===== src/hw/rtl/htfcc_pkg.sv =====
`timescale 1ns / 1ps
`default_nettype none
// ----------------------------------------------------------------------------
// htfcc_pkg
// shared widths, constants and the crc-8 helper for the sensor frame checker
// ----------------------------------------------------------------------------
package htfcc_pkg;

   localparam int unsigned ByteWidth  = 8;
   localparam int unsigned RawWidth   = 16;
   localparam int unsigned ValueWidth = 15;
   localparam int unsigned ScaleWidth = 15;
   localparam int unsigned ProdWidth  = RawWidth + ScaleWidth;

   // crc-8, x^8 + x^5 + x^4 + 1, msb first
   localparam logic [ByteWidth-1:0] CrcPoly = 8'h31;

   // two status bits at the bottom of the data word
   localparam logic [RawWidth-1:0] StatusMask = 16'hFFFC;

   // hundredths: offset + floor(scale * v / 2^16)
   localparam logic [ScaleWidth-1:0] HumScale   = 15'd12500;
   localparam logic [ScaleWidth-1:0] TempScale  = 15'd17572;
   localparam logic signed [ValueWidth:0] HumOffset  = -16'sd600;
   localparam logic signed [ValueWidth:0] TempOffset = -16'sd4685;

   // measurement kind codes
   localparam logic KindHumidity    = 1'b0;
   localparam logic KindTemperature = 1'b1;

   // position of a word within a frame
   typedef enum logic [1:0] {
      POS_MSB = 2'd0,
      POS_LSB = 2'd1,
      POS_CRC = 2'd2
   } pos_type;

   // fold one byte into the running crc
   function automatic logic [ByteWidth-1:0] crc8_feed(
      input logic [ByteWidth-1:0] crc,
      input logic [ByteWidth-1:0] data
   );
      logic [ByteWidth-1:0] c;
      c = crc ^ data;
      for (int i = 0; i < ByteWidth; i++) begin
         if (c[ByteWidth-1]) begin
            c = {c[ByteWidth-2:0], 1'b0} ^ CrcPoly;
         end else begin
            c = {c[ByteWidth-2:0], 1'b0};
         end
      end
      return c;
   endfunction

endpackage
`default_nettype wire


===== src/hw/rtl/humidity_temp_frame_check_convert.sv =====
`timescale 1ns / 1ps
`default_nettype none
// ----------------------------------------------------------------------------
// humidity_temp_frame_check_convert
// crc check and fixed-point conversion of a three-word sensor reply
// ----------------------------------------------------------------------------
// usage
//   req channel: one word per transfer (rx_byte) in the order data msb, data
//   lsb, crc. frame_start marks the first word of a frame and restarts the
//   word counter; kind (0 humidity, 1 temperature) is sampled with that word.
//   without frame_start the counter runs msb, lsb, crc and wraps.
//   rsp channel: one result per crc word with the raw 16-bit word, the
//   reading in hundredths (signed), the frame kind and a crc mismatch flag.
//   the msb and lsb words give no result.
// timing
//   a crc word taken into the input register is checked against the running
//   crc and converted from the stored data bytes, and its result is written
//   to the result register, which drives rsp_valid. one word per cycle is
//   taken in steady state while no held result blocks a crc word; the
//   conversion is one 16x15 constant multiply plus an offset add feeding the result register.
// reset
//   synchronous, clears both valid flags, the counter and the crc state.
// backpressure
//   while rsp_stall holds a result, the result register keeps its contents;
//   a crc word waiting behind it then raises req_stall, while msb and lsb
//   words keep flowing since they produce no result.
// ----------------------------------------------------------------------------
module humidity_temp_frame_check_convert (
   input  wire logic                                        clock,
   input  wire logic                                        reset,
   // request channel
   input  wire logic                                        req_valid,
   output logic                                             req_stall,
   input  wire logic [htfcc_pkg::ByteWidth-1:0]             req_rx_byte,
   input  wire logic                                        req_frame_start,
   input  wire logic                                        req_kind,
   // response channel
   output logic                                             rsp_valid,
   input  wire logic                                        rsp_stall,
   output logic [htfcc_pkg::RawWidth-1:0]                   rsp_raw_value,
   output logic signed [htfcc_pkg::ValueWidth-1:0]          rsp_value_x100,
   output logic                                             rsp_result_kind,
   output logic                                             rsp_crc_error
);
   import htfcc_pkg::*;

   // input register
   logic                 in_valid_ff, in_valid_in;
   logic [ByteWidth-1:0] in_byte_ff;
   logic                 in_start_ff;
   logic                 in_kind_ff;

   // frame state
   pos_type              count_ff, count_in;
   logic [ByteWidth-1:0] crc_ff, crc_in;
   logic [ByteWidth-1:0] high_ff, high_in;
   logic [ByteWidth-1:0] low_ff, low_in;
   logic                 kind_ff, kind_in;

   // result register
   logic                  out_valid_ff, out_valid_in;
   logic [RawWidth-1:0]   out_raw_ff;
   logic [ValueWidth-1:0] out_value_ff;
   logic                  out_kind_ff;
   logic                  out_err_ff;

   // datapath
   pos_type                      pos;
   logic                         produce;
   logic                         advance;
   logic                         accept;
   logic                         taken;
   logic [RawWidth-1:0]          raw_word;
   logic [RawWidth-1:0]          masked_word;
   logic [ScaleWidth-1:0]        scale;
   logic signed [ValueWidth:0]   offset;
   logic [ProdWidth-1:0]         product;
   logic signed [ValueWidth:0]   value_wide;

   // ---------------------------------------------------------------------
   // frame position: frame_start forces the msb slot
   // ---------------------------------------------------------------------
   always_comb begin
      pos = in_start_ff ? POS_MSB : count_ff;
   end

   // next frame state and whether this word closes a frame
   always_comb begin
      count_in = count_ff;
      crc_in   = crc_ff;
      high_in  = high_ff;
      low_in   = low_ff;
      kind_in  = kind_ff;
      produce  = 1'b0;
      unique case (pos)
         POS_LSB: begin
            low_in   = in_byte_ff;
            crc_in   = crc8_feed(crc_ff, in_byte_ff);
            count_in = POS_CRC;
         end
         POS_CRC: begin
            produce  = 1'b1;
            count_in = POS_MSB;
         end
         default: begin
            // msb word, also covers the unused counter code
            high_in  = in_byte_ff;
            kind_in  = in_kind_ff;
            crc_in   = crc8_feed('0, in_byte_ff);
            count_in = POS_LSB;
         end
      endcase
   end

   // ---------------------------------------------------------------------
   // conversion: offset + floor(scale * (raw & mask) / 2^16)
   // ---------------------------------------------------------------------
   always_comb begin
      raw_word    = {high_ff, low_ff};
      masked_word = raw_word & StatusMask;
      scale       = (kind_ff == KindTemperature) ? TempScale : HumScale;
      offset      = (kind_ff == KindTemperature) ? TempOffset : HumOffset;
      product     = ProdWidth'(masked_word) * ProdWidth'(scale);
      value_wide  = $signed({1'b0, product[ProdWidth-1:RawWidth]}) + offset;
   end

   // ---------------------------------------------------------------------
   // handshake: the input word moves on unless its result has nowhere to go
   // ---------------------------------------------------------------------
   assign taken   = out_valid_ff && !rsp_stall;
   assign advance = in_valid_ff && (!produce || !out_valid_ff || !rsp_stall);
   assign accept  = req_valid && !req_stall;

   assign req_stall = in_valid_ff && !advance;

   always_comb begin
      if (accept) begin
         in_valid_in = 1'b1;
      end else if (advance) begin
         in_valid_in = 1'b0;
      end else begin
         in_valid_in = in_valid_ff;
      end
   end

   always_comb begin
      if (advance && produce) begin
         out_valid_in = 1'b1;
      end else if (taken) begin
         out_valid_in = 1'b0;
      end else begin
         out_valid_in = out_valid_ff;
      end
   end

   // control and frame state
   always_ff @(posedge clock) begin
      if (reset) begin
         in_valid_ff  <= 1'b0;
         out_valid_ff <= 1'b0;
         count_ff     <= POS_MSB;
         crc_ff       <= '0;
         high_ff      <= '0;
         low_ff       <= '0;
         kind_ff      <= 1'b0;
      end else begin
         in_valid_ff  <= in_valid_in;
         out_valid_ff <= out_valid_in;
         if (advance) begin
            count_ff <= count_in;
            crc_ff   <= crc_in;
            high_ff  <= high_in;
            low_ff   <= low_in;
            kind_ff  <= kind_in;
         end
      end
   end

   // payload registers
   always_ff @(posedge clock) begin
      if (accept) begin
         in_byte_ff  <= req_rx_byte;
         in_start_ff <= req_frame_start;
         in_kind_ff  <= req_kind;
      end
      if (advance && produce) begin
         out_raw_ff   <= raw_word;
         out_value_ff <= value_wide[ValueWidth-1:0];
         out_kind_ff  <= kind_ff;
         out_err_ff   <= (crc_ff != in_byte_ff);
      end
   end

   assign rsp_valid       = out_valid_ff;
   assign rsp_raw_value   = out_raw_ff;
   assign rsp_value_x100  = $signed(out_value_ff);
   assign rsp_result_kind = out_kind_ff;
   assign rsp_crc_error   = out_err_ff;

endmodule
`default_nettype wire


===== config.mk =====
export PLATFORM = sky130hd
export DESIGN_NAME = humidity_temp_frame_check_convert
export DESIGN_NICKNAME = d
export VERILOG_FILES = /design/src/hw/rtl/htfcc_pkg.sv /design/src/hw/rtl/humidity_temp_frame_check_convert.sv
export SDC_FILE = /design/constraint.sdc
export NUM_CORES = 1
export LEC_CHECK = 0
export ABC_CLOCK_PERIOD_IN_PS = 8450
export BUFFER_PORTS_ARGS = -buffer_cell sky130_fd_sc_hd__clkbuf_2
export CAP_MARGIN = 30
export CELL_PAD_IN_SITES_DETAIL_PLACEMENT = 0
export CELL_PAD_IN_SITES_GLOBAL_PLACEMENT = 1
export CORE_MARGIN = 2
export CORE_UTILIZATION = 50
export CTS_CLUSTER_DIAMETER = 30
export DETAILED_ROUTE_END_ITERATION = 16
export PLACE_DENSITY_LB_ADDON = 0.1
export SKIP_LAST_GASP = 1
export SLEW_MARGIN = 20
export SYNTH_ARGS = -nofsm -noshare
export SYNTH_HDL_FRONTEND = slang
export SYNTH_SLANG_ARGS = --single-unit

===== constraint.sdc =====
create_clock -name clock -period 8.45 [get_ports clock]
set_clock_uncertainty 0.15 [all_clocks]
set_input_delay 0.845 -clock clock [delete_from_list [all_inputs] [get_ports clock]]
set_output_delay 0.845 -clock clock [all_outputs]
set_load 0.02 [all_outputs]

==> results.md, run 1 <==
* Die width at 125.2 µm
* CP cell instances: buf_4 -> nor2_1 -> or2_2 -> ha_1 -> fa_1 -> fa_1 -> fa_1 -> fa_1 -> ha_1 -> ha_1 -> a21oi_2 -> a32o_1 -> a21oi_1 -> xor2_1 -> ha_1 -> a21o_1 -> a41o_1 -> a22oi_2 -> a2111oi_4 -> or3b_1 -> a31oi_1 -> xor2_1
* Final setup viols at 0
* Crit path max-delay family: adder cells
* Fin crit share at 84.09%
* RSZ-0062 raised after global routing: no
* Post-DP Area at 7792 µm²
* WL/cell at 15.84 µm
* Startpoint Class: flip-flop
* Syn_area_per_cell at a little over 10 µm²
* Setup TNS at 0 ns
* Slew Viols, Final at 0
* PwrDens at about 170 nW/µm²
* Worst hold stages at 0
* Multi-input logic area at 5034 µm²
* Synthesized area at roughly 7300 µm²
* Worst Path Required at 8.39 ns
* Max Cap Violations at 0
* Net count, final at 968
* Initial Util at 50.89%
* Post-synthesis sequential area ratio at 25.50%
* 1st-iter DRT viols at between 200 and 250
* Post-route ant nets at 0
* Worst-margin pin slew at 0.8933 ns
* Number of buffers created by CTS at 9
* Final Wtd Congestion at 0.8997
* Buffers on Ports at 48
* Synthesis-to-layout area growth at 10.40%
* Post-synth top cells: 121 x ha_1, 104 x inv_1, 63 x fa_1
* Worst setup EP type: flip-flop
* Die Y at 125.2 µm
* Status: complete, no violations
* DPL Wire Length at 12250 µm
* Via/cell ratio at 5.211
* CTS Sinks at approximately 70
* Gr usage total at 20.64%
* Fillers at approximately 1300
* Post-Route Utilization at 56.18%
* CTS root buf: clkbuf_16
* Post-CTS setup buffers at 0
* Syn Inst Count at 719
* Initial antenna violation count at 0
* Reg2reg setup slack at 1.34 ns
* Share of the synthesized area in the top cell type at between 20% and 30%
* Post-synth cell types at 62
* Post-synth ARST share at 0%
* Synth area leader: ha_1
* Syn. warnings at 0
* DR vias at 4997
* CP max stage cell: fa_1
* Post-cts resize count at 0
* P_leak at roughly 4.3 nW
* Number of failing hold endpoints at the final stage at 0
* Core area at 14420 µm²
* CTS tree: yes
* Initial DRT Pass Iterations at 4
* FF-to-FF path depth at 22
* Worst skew pair latency at 0.35 ns
* Worst Hold Class: flip-flop to flip-flop
* Htree depth at 3
* Rows at 44
* Reg2Reg Launch Point: kind_ff
* WS Path Type: flip-flop to flip-flop
* Gr ovfl total at 0
* Vias in the first global route at 5317
* Pin count of the biggest net entering global routing at 35
* Hold wc startpoint: low_ff[0]
* Clock Path Buffers at 2
* Ports at 49
* Max incr delay on CP at between 0.5 and 0.6 ns
* Min Clock Period, post-route at 7.106 ns
* Worst path bufs/invs at 1
* Hold EP: rsp_raw_value[0]
* Register area at 1872 µm²
* Worst VDD drop at approximately 110 µV
* Cell with the most instances after synthesis: ha_1
* Antenna Cells at 0
* Crit path max fanout at 24
* Layout cells sized above 1 at 11.87%
* Die footprint at 15670 µm²
* Post-route cell area at 8104 µm²
* Top_reg_cell synth: edfxtp_1
* Data arrival time of the critical path at 7.05 ns
* FF-to-FF End: rsp_value_x100[13]
* Largest cells by area after synthesis: ha_1 21%, edfxtp_1 18%, fa_1 17%, dfxtp_1 7.9%, inv_1 5.3%
* DRC viols at 0
* Detailed Route WL at approximately 15000 µm
* Flops & latches, synth at about 70
* EDFF count, synth at 43
* Hold_buf cts at 0
* FMAX at 0.1407 GHz
* Clock-pin slew on the worst setup and hold paths at 0.07 ns
* First-pass GRT wire length at 25650 µm
* Max_slew headroom at 40.45%
==> registers in the layout, summed over array words and instances, names as in the netlist <==
register and cells:
kind_ff 1, in_valid_ff 1, low_ff 8, rsp_value_x100 15
in_kind_ff 1, in_byte_ff 8, rsp_raw_value 16, count_ff 2
rsp_result_kind 1, rsp_valid 1, high_ff 8, in_start_ff 1
rsp_crc_error 1, crc_ff 8
==> logic make-up after synthesis <==
kind of cell / count (synthesis) / synth area share (%)
mux: 19 / 2.642
other cells: 2 / 0.1023
fa+ha+maj: 184 / 37.80
flops: 72 / 25.50
simple gates: 154 / 10.14
xor+xnor: 71 / 8.471
compound gates: 90 / 8.829
buf+inv: 127 / 6.511
==> cell usage in the layout, fill, tap and decap left out, drive strengths merged, types with 3 or more instances in the layout <==
cell type / instances
a21o: 10
dfxtp: 29
a31oi: 5
nand2: 46
o21ai: 14
clkbuf: 57
conb: 13
xnor2: 42
o21bai: 3
or3: 3
and3: 7
nand3: 9
edfxtp: 43
nor2b: 10
a211oi: 7
a21oi: 30
nor2: 41
xor2: 29
buf: 3
a22oi: 4
inv: 108
or2: 6
and2: 10
nand2b: 6
ha: 121
mux2i: 19
fa: 63
nor3: 8
and4: 3
==> stage by stage <==
| stage | hold slack [ns] | setup WS, ns | cells | power, mW |
|---|---|---|---|---|
| detailed placement | 0.2663 | 1.335 | 943 | 0.9820 |
| floorplan | 0.2580 | 1.097 | 730 | 0.8655 |
| global route | 0.2892 | 0.8777 | 959 | 1.489 |
| finish | 0.2832 | 1.344 | 959 | 1.381 |
| CTS | 0.2815 | 1.318 | 959 | 1.395 |
| global placement | 0.2724 | 1.439 | 943 | 0.9723 |
==> worst reg2reg max path: stages (launching register included) <==
cell	delay, ns
dfxtp_1	0.35
buf_4	0.27
nor2_1	0.15
or2_2	0.34
ha_1	0.33
fa_1	0.49
fa_1	0.52
fa_1	0.52
fa_1	0.49
ha_1	0.32
ha_1	0.40
a21oi_2	0.25
a32o_1	0.30
a21oi_1	0.08
xor2_1	0.15
ha_1	0.35
a21o_1	0.18
a41o_1	0.24
a22oi_2	0.19
a2111oi_4	0.09
or3b_1	0.37
a31oi_1	0.20
xor2_1	0.10
==> power breakdown <==
| part | internal (mW) | total, mW | switching [mW] | leakage [nW] |
|---|---|---|---|---|
| clock | 0.236 | 0.407 | 0.171 | 0.150 |
| sequential | 0.402 | 0.423 | 0.0213 | 0.610 |
| combinational | 0.240 | 0.551 | 0.311 | 3.55 |
| total | 0.877 | 1.38 | 0.504 | 4.31 |
==> area by class of cell <==
type,instances,share of cell area [%]
Inverter,105,4.863
Clock buffer,9,2.779
Tap cell,184,2.841
Multi-Input combinational cell,531,62.11
Sequential cell,72,23.10
Clock inverter,7,1.065
Timing Repair Buffer,51,3.242
==> layer usage <==
layer | track usage [%] | routed length (µm)
met5 | 0 | 0
met3 | 3.723 | 374
met1 | 25.49 | 6927
met4 | 5.621 | 291
met2 | 37.15 | 7594
==> worst max path at each step <==
stage | start | to | slack (ns) | depth (start not counted)
floorplan | kind_ff | rsp_value_x100[13] | 1.10 | 28
global placement | kind_ff | rsp_value_x100[13] | 1.44 | 22
detailed placement | kind_ff | rsp_value_x100[13] | 1.33 | 27
CTS | kind_ff | rsp_value_x100[13] | 1.32 | 27
global route | kind_ff | rsp_value_x100[14] | 0.88 | 27
finish | kind_ff | rsp_value_x100[13] | 1.34 | 22
Note: power is estimated with default switching activity, not from simulation.
==> run 2: changes to the inputs <==
--- a/config.mk
+++ b/config.mk
@@ -5,13 +5,13 @@
 export SDC_FILE = /design/constraint.sdc
 export NUM_CORES = 1
 export LEC_CHECK = 0
-export ABC_CLOCK_PERIOD_IN_PS = 8450
+export ABC_CLOCK_PERIOD_IN_PS = 5800
 export BUFFER_PORTS_ARGS = -buffer_cell sky130_fd_sc_hd__clkbuf_2
 export CAP_MARGIN = 30
 export CELL_PAD_IN_SITES_DETAIL_PLACEMENT = 0
 export CELL_PAD_IN_SITES_GLOBAL_PLACEMENT = 1
 export CORE_MARGIN = 2
-export CORE_UTILIZATION = 50
+export CORE_UTILIZATION = 45
 export CTS_CLUSTER_DIAMETER = 30
 export DETAILED_ROUTE_END_ITERATION = 16
 export PLACE_DENSITY_LB_ADDON = 0.1
==> constraint.sdc (replaced) <==
create_clock -name clock -period 5.8 [get_ports clock]
set_clock_uncertainty 0.15 [all_clocks]
set_input_delay 0.58 -clock clock [delete_from_list [all_inputs] [get_ports clock]]
set_output_delay 0.58 -clock clock [all_outputs]
set_load 0.02 [all_outputs]
==> run 2 against run 1 <==
The run now ends with negative setup slack left. Total power up 71%. Clock power up 34%. Critical path type unchanged. Register-to-register slack worse by 2.0 ns. Count of clock-buffer cells in the layout unchanged. Sequential share of layout area down 3.8 points. Flip-flop and latch count unchanged. Highest routed layer unchanged. Combinational power up 120%.
==> results.md, run 2 (same netlist as run 1, synthesis figures left out) <==
* Status: finished, violations left
* Failing checks: negative setup slack
* Commonest non-fill, non-tap cell in the layout: buf_4
* Commonest non-fill, non-tap cells in the layout: 131 x buf_4, 103 x ha_1, 99 x inv_1
* Reg2Reg Launch Point: kind_ff
* Worst Path Required at 5.74 ns (-2.65 ns)
* Number of buffers created by CTS at 9 (unchanged)
* Slew Viols, Final at 0 (unchanged)
* Max_slew headroom at 38.55% (-1.9 points)
* Clock Path Buffers at 2 (unchanged)
* Worst VDD drop at 154.3 µV (+43%)
* Max incr delay on CP at 0.52 ns (about the same)
* WL/cell at 15.61 µm (-1.4%)
* Critical Path End: rsp_value_x100[13]
* DPL Wire Length at 13960 µm (+14%)
* Antenna Cells at 0 (unchanged)
* Detailed Route WL at 17640 µm (+16%)
* Number of failing hold endpoints at the final stage at 0 (unchanged)
* Post-route ant nets at 0 (unchanged)
* P_leak at 5.044 nW (+17%)
* Core area at 15940 µm² (+11%)
* DP Worst Slack at -0.8077 ns (-2.142 ns)
* Min Clock Period, post-route at 6.445 ns (-0.6607 ns)
* Worst Hold Class: input pin to flip-flop
* CP most frequent cell: fa_1
* Buffers on Ports at 48 (unchanged)
* CTS root buf: clkbuf_16
* FF-to-FF path depth at 27 (+23%)
* Htree depth at 3 (unchanged)
* Die width at 131.7 µm (+5.2%)
* Clock-pin slew on the worst setup and hold paths at 0.07 ns (about the same)
* Net count, final at 1107 (+14%)
* Initial antenna violation count at 0 (unchanged)
* Reg2reg setup slack at -0.65 ns (-1.99 ns)
* CTS tree: yes
* Crit path max fanout at 9 (-63%)
* CP max stage cell: fa_1
* PwrDens at 242.8 nW/µm² (+42%)
* Rows at 46 (+4.5%)
* WS Path Type: flip-flop to flip-flop
* Final Wtd Congestion at 0.8722 (-3.1%)
* CP startpoint: kind_ff
* First-pass GRT wire length at 29950 µm (+17%)
* Layout cells sized above 1 at 33.15% (+21 points)
* Max Cap Violations at 0 (unchanged)
* Worst setup margin at -0.6453 ns (-1.989 ns)
* Tot Pwr at 2.361 mW (+71%)
* Setup TNS at -4.118 ns (-4.118 ns)
* Worst setup EP type: flip-flop
* Hold wc startpoint: req_rx_byte[1]
* Die Y at 131.7 µm (+5.2%)
* FF-to-FF End: rsp_value_x100[13]
* Startpoint Class: flip-flop
* Worst-margin pin slew at 0.9218 ns (+0.02856 ns)
* Initial DRT Pass Iterations at 4 (unchanged)
* Die footprint at 17350 µm² (+11%)
* Gr ovfl total at 0 (unchanged)
* Vias in the first global route at 6212 (+17%)
* Synthesis-to-layout area growth at 32.49%
* 1st-iter DRT viols at 197 (-14%)
* Pin count of the biggest net entering global routing at 35 (unchanged)
* DR vias at 5635 (+13%)
* Ports at 49 (unchanged)
* Max FFs per register at 16 (unchanged)
* Worst skew pair latency at 0.34 ns (about the same)
* FMAX at 0.1552 GHz (+10%)
* Post-Route Utilization at 61.00% (+4.8 points)
* Data arrival time of the critical path at 6.39 ns (-0.66 ns)
* DRC viols at 0 (unchanged)
* Initial Util at 46.04% (-4.8 points)
* Gr usage total at 21.53% (+0.89 points)
* Fin crit share at 111.1% (+27 points)
* RSZ-0062 raised after global routing: yes
* Via/cell ratio at 4.987 (-4.3%)
* Final setup viols at 10 (+10)
* CTS Sinks at 72 (unchanged)
run 2: cell count changes in the layout (fill, tap and decap cells not counted), moves of 4 or more:
cell,previous run,this run
a21oi_1,28,22
a21oi_2,2,7
buf_4,3,131
buf_6,0,9
ha_1,121,103
ha_4,0,15
inv_1,104,99
inv_2,0,5
nor2_1,41,36
nor2b_1,9,2
nor2b_4,0,4
o21ai_0,11,7
xnor2_1,42,36
xnor2_2,0,6
run 2: layout make-up:
type	count	area, µm²
inverters	105	396.6
flip-flops and latches	72	1876
fillers	1367	6217
clock buffers	9	225.2
multi-input cells	531	5540
well taps	216	270.3
repair buffers	190	1355
clock inverters	7	62.56
run 2: routing by layer:
metal | GRT usage (%) | vias up | share of wire (%)
met5 | 0 | - | 0
met1 | 27.63 | 2752 | 45
li1 | - | 2775 | -
met4 | 7.790 | 0 | 2.4
met3 | 2.585 | 27 | 3.2
met2 | 37.49 | 81 | 49
run 2: critical path, delay by kind of cell, from the launching register on:
kind            cells  cell delay (ns)
xor+xnor            2             0.21
simple gates        3             0.65
fa+ha+maj           8             3.01
flops               1             0.37
compound gates      8             1.23
buf+inv             6             0.59
run 2: metrics by stage:
stage / area, µm² / instances / hold slack, ns
final: 9726 / 1130 / 0.2619
after floorplan: 7501 / 730 / 0.2580
after CTS: 9417 / 1123 / 0.2435
after global placement: 8765 / 1087 / 0.2678
after global routing: 9726 / 1130 / 0.2482
after detailed placement: 8765 / 1087 / 0.2741
run 2: report_power, final:
group          switching, mW  internal (mW)  leakage, nW
clock                  0.245          0.299        0.139
sequential            0.0262          0.585        0.610
combinational          0.584          0.622         4.29
run 2: worst min path at each step:
stage,endpoint,slack [ns],cells past startpoint
floorplan,rsp_raw_value[0],0.26,0
global placement,rsp_raw_value[1],0.27,0
detailed placement,rsp_raw_value[0],0.27,0
CTS,in_byte_ff[1],0.24,1
global route,in_byte_ff[3],0.25,1
finish,in_byte_ff[1],0.26,1
run 2: repair_timing:
item / CTS / global route
gates resized for setup: 49 / 48
setup endpoints to repair: 10 / 13
hold buffers: 0 / 0
pin swaps: 58 / 54
buffers inserted: 21 / 9
==> run 3: changes to the inputs <==
--- a/config.mk
+++ b/config.mk
@@ -5,17 +5,17 @@
 export SDC_FILE = /design/constraint.sdc
 export NUM_CORES = 1
 export LEC_CHECK = 0
+export ABC_AREA = 1
 export ABC_CLOCK_PERIOD_IN_PS = 5800
 export BUFFER_PORTS_ARGS = -buffer_cell sky130_fd_sc_hd__clkbuf_2
 export CAP_MARGIN = 30
 export CELL_PAD_IN_SITES_DETAIL_PLACEMENT = 0
 export CELL_PAD_IN_SITES_GLOBAL_PLACEMENT = 1
 export CORE_MARGIN = 2
-export CORE_UTILIZATION = 45
+export CORE_UTILIZATION = 43
 export CTS_CLUSTER_DIAMETER = 30
 export DETAILED_ROUTE_END_ITERATION = 16
 export PLACE_DENSITY_LB_ADDON = 0.1
-export SKIP_LAST_GASP = 1
 export SLEW_MARGIN = 20
 export SYNTH_ARGS = -nofsm -noshare
 export SYNTH_HDL_FRONTEND = slang
==> run 3 against run 2 <==
The run still ends with negative setup slack left. Clock power about the same. Largest power group unchanged. Wire length up 7.4%. Global-route usage down 1.2 points. Via count up 11%. Synthesized cell count up 30%. Flip-flop and latch count unchanged.
==> results.md, run 3 <==
* Post-Route Utilization at 55.44% (-5.6 points)
* Max_slew headroom at 50.17% (+12 points)
* Syn Inst Count at 938 (+30%)
* EDFF count, synth at 43 (unchanged)
* Failing checks: negative setup slack
* Share of the synthesized area in the top cell type at 19.28% (-1.3 points)
* Clock-pin slew on the worst setup and hold paths at 0.07 ns (about the same)
* Gr ovfl total at 0 (unchanged)
* Vias in the first global route at 6474 (+4.2%)
* Gr usage total at 20.37% (-1.2 points)
* Via/cell ratio at 4.703 (-5.7%)
* Pin count of the biggest net entering global routing at 30 (-14%)
* Worst setup EP type: flip-flop
* Synth area leader: ha_1
* 1st-iter DRT viols at 187 (-5.1%)
* Buffers on Ports at 48 (unchanged)
* Number of failing hold endpoints at the final stage at 0 (unchanged)
* Net count, final at 1294 (+17%)
* Initial DRT Pass Iterations at 4 (unchanged)
* Final setup viols at 2 (-8)
* DR vias at 6255 (+11%)
* Worst setup margin at -0.05933 ns (+0.5859 ns)
* WS Path Type: flip-flop to flip-flop
* Cell with the most instances after synthesis: nand2_1
* First-pass GRT wire length at 31210 µm (+4.2%)
* Post-synth ARST share at 0% (unchanged)
* Ports at 49 (unchanged)
* DPL Wire Length at 15430 µm (+11%)
* CTS root buf: clkbuf_16
* Syn_area_per_cell at 8.372 µm² (-18%)
* Crit path max fanout at 6 (-3)
* Layout cells sized above 1 at 26.79% (-6.4 points)
* Max FFs per register at 16 (unchanged)
* Die Y at 139.1 µm (+5.6%)
* Post-route ant nets at 0 (unchanged)
* Core area at 17960 µm² (+13%)
* Largest cells by area after synthesis: ha_1 19%, edfxtp_1 16%, fa_1 16%, nand2_1 9.3%, inv_1 8.7%
* Commonest non-fill, non-tap cells in the layout: 177 x nand2_1, 171 x inv_1, 99 x ha_1
* Worst skew pair latency at 0.35 ns (about the same)
* Antenna Cells at 0 (unchanged)
* Tot Pwr at 3.255 mW (+38%)
* Final Wtd Congestion at 0.8292 (-4.9%)
* CTS Sinks at 72 (unchanged)
* Detailed Route WL at 18940 µm (+7.4%)
* Startpoint Class: flip-flop
* Commonest non-fill, non-tap cell in the layout: nand2_1
* Rows at 49 (+6.5%)
* PwrDens at 326.8 nW/µm² (+35%)
* Worst Hold Class: input pin to flip-flop
* Data arrival time of the critical path at 5.81 ns (-0.58 ns)
* Worst Path Required at 5.75 ns (about the same)
* Post-synthesis sequential area ratio at 23.84% (-1.7 points)
* FMAX at 0.1707 GHz (+10%)
* Status: finished, violations left
* Cell Count, Final, Fillers Out at 1330 (+18%)
* WL/cell at 14.24 µm (-8.8%)
* Top_reg_cell synth: edfxtp_1
* Syn. warnings at 0 (unchanged)
* Hold_buf cts at 0 (unchanged)
* Die footprint at 19360 µm² (+12%)
* Setup TNS at -0.08018 ns (+4.038 ns)
* Htree depth at 3 (unchanged)
* Number of buffers created by CTS at 9 (unchanged)
* Max Cap Violations at 0 (unchanged)
* Worst-margin pin slew at 0.7447 ns (-0.1771 ns)
* Slew Viols, Final at 0 (unchanged)
* Initial Util at 43.71% (-2.3 points)
* Synthesized area at 7853 µm² (+7.0%)
* P_leak at 5.262 nW (+4.3%)
* Initial antenna violation count at 0 (unchanged)
* Worst VDD drop at 310.9 µV (+100%)
* Die width at 139.1 µm (+5.6%)
* Min Clock Period, post-route at 5.859 ns (-0.5859 ns)
* DRC viols at 0 (unchanged)
* RSZ-0062 raised after global routing: yes
* Fillers at 1727 (+26%)
* Post-synth top cells: 195 x nand2_1, 183 x inv_1, 121 x ha_1
* CTS tree: yes
* Clock Path Buffers at 2 (unchanged)
* Final hold slack at 0.2520 ns (-0.009881 ns)
* Placed cells at 1288 (+18%)
* Flops & latches, synth at 72 (unchanged)
* Fin crit share at 101.0% (-10 points)
* Post-synth cell types at 40 (-35%)
* Synthesis-to-layout area growth at 26.82%
## run 3: cell types whose count changed after synthesis, sizes merged, moves of 15 or more
cell	change
nand2	+159
inv	+83
nor2	+27
o21ai	+27
mux2i	-19
nand3	+17
a21oi	+15
## run 3: final timing paths
kind	slack, ns	endpoint	start	cells past startpoint
setup / recovery	-0.06	rsp_value_x100[12]	kind_ff	27
hold / removal	0.25	in_byte_ff[0]	req_rx_byte[0]	1
setup reg to reg	-0.06	rsp_value_x100[12]	kind_ff	27
hold reg to reg	0.28	rsp_raw_value[1]	low_ff[1]	0
## run 3: cell type report
type	instances	area (µm²)	share of cell area [%]
clock buffer	9	225.2	2.262
timing repair buffer	150	1052	10.57
inverter	188	705.7	7.086
tap	229	286.5	2.877
sequential	72	1876	18.83
clock inverter	7	65.06	0.6533
multi-input combinational	675	5748	57.72
## run 3: cell families (layout without fill, tap and decap cells)
family	count (synthesis)	count (layout)	synth area share, %
simple gates	328	328	18.08
buf+inv	202	354	9.879
fa+ha+maj	184	184	35.34
compound gates	103	103	7.138
flops	72	72	23.84
xor+xnor	47	47	5.625
other cells	2	13	0.09564
## run 3: what timing repair did
item                                    CTS  global route
endpoints found under the setup margin    7            11
buffers inserted                         13            13
pin swaps                                25            65
resized for setup                        39            76
## run 3: through the flow
stage | setup WS [ns] | area, µm²
floorplan | -0.008417 | 7985
global placement | -0.1029 | 9007
detailed placement | -0.09028 | 9007
CTS | -0.001300 | 9582
global route | -0.2908 | 9958
finish | -0.05933 | 9958
## run 3: critical path, stage by stage (launching register included)
cell      delay [ns]
dfxtp_4         0.37
buf_8           0.13
nor2_4          0.05
ha_4            0.15
fa_1            0.51
fa_1            0.58
inv_2           0.04
fa_2            0.52
inv_2           0.04
fa_2            0.36
fa_2            0.57
ha_4            0.22
nand2_4         0.08
inv_1           0.05
a21oi_2         0.15
nand3_2         0.14
buf_6           0.14
xor2_1          0.14
ha_2            0.21
fa_2            0.40
nand2_2         0.08
inv_2           0.05
nand3_4         0.08
nand2_2         0.08
nand3_2         0.07
nand3b_1        0.11
nand3_1         0.09
nand2_1         0.06
## run 3: layer usage
metal | GRT usage [%] | vias up | routed length, µm
met3 | 2.590 | 30 | 458
met5 | 0 | - | 0
met1 | 24.88 | 2875 | 8497
met2 | 36.32 | 84 | 9360
met4 | 8.400 | 0 | 624
li1 | - | 3266 | -
## run 3: where the power goes
group | total, mW | switching, mW | internal (mW)
clock | 0.547 | 0.248 | 0.298
combinational | 2.08 | 1.13 | 0.950
sequential | 0.631 | 0.0198 | 0.611
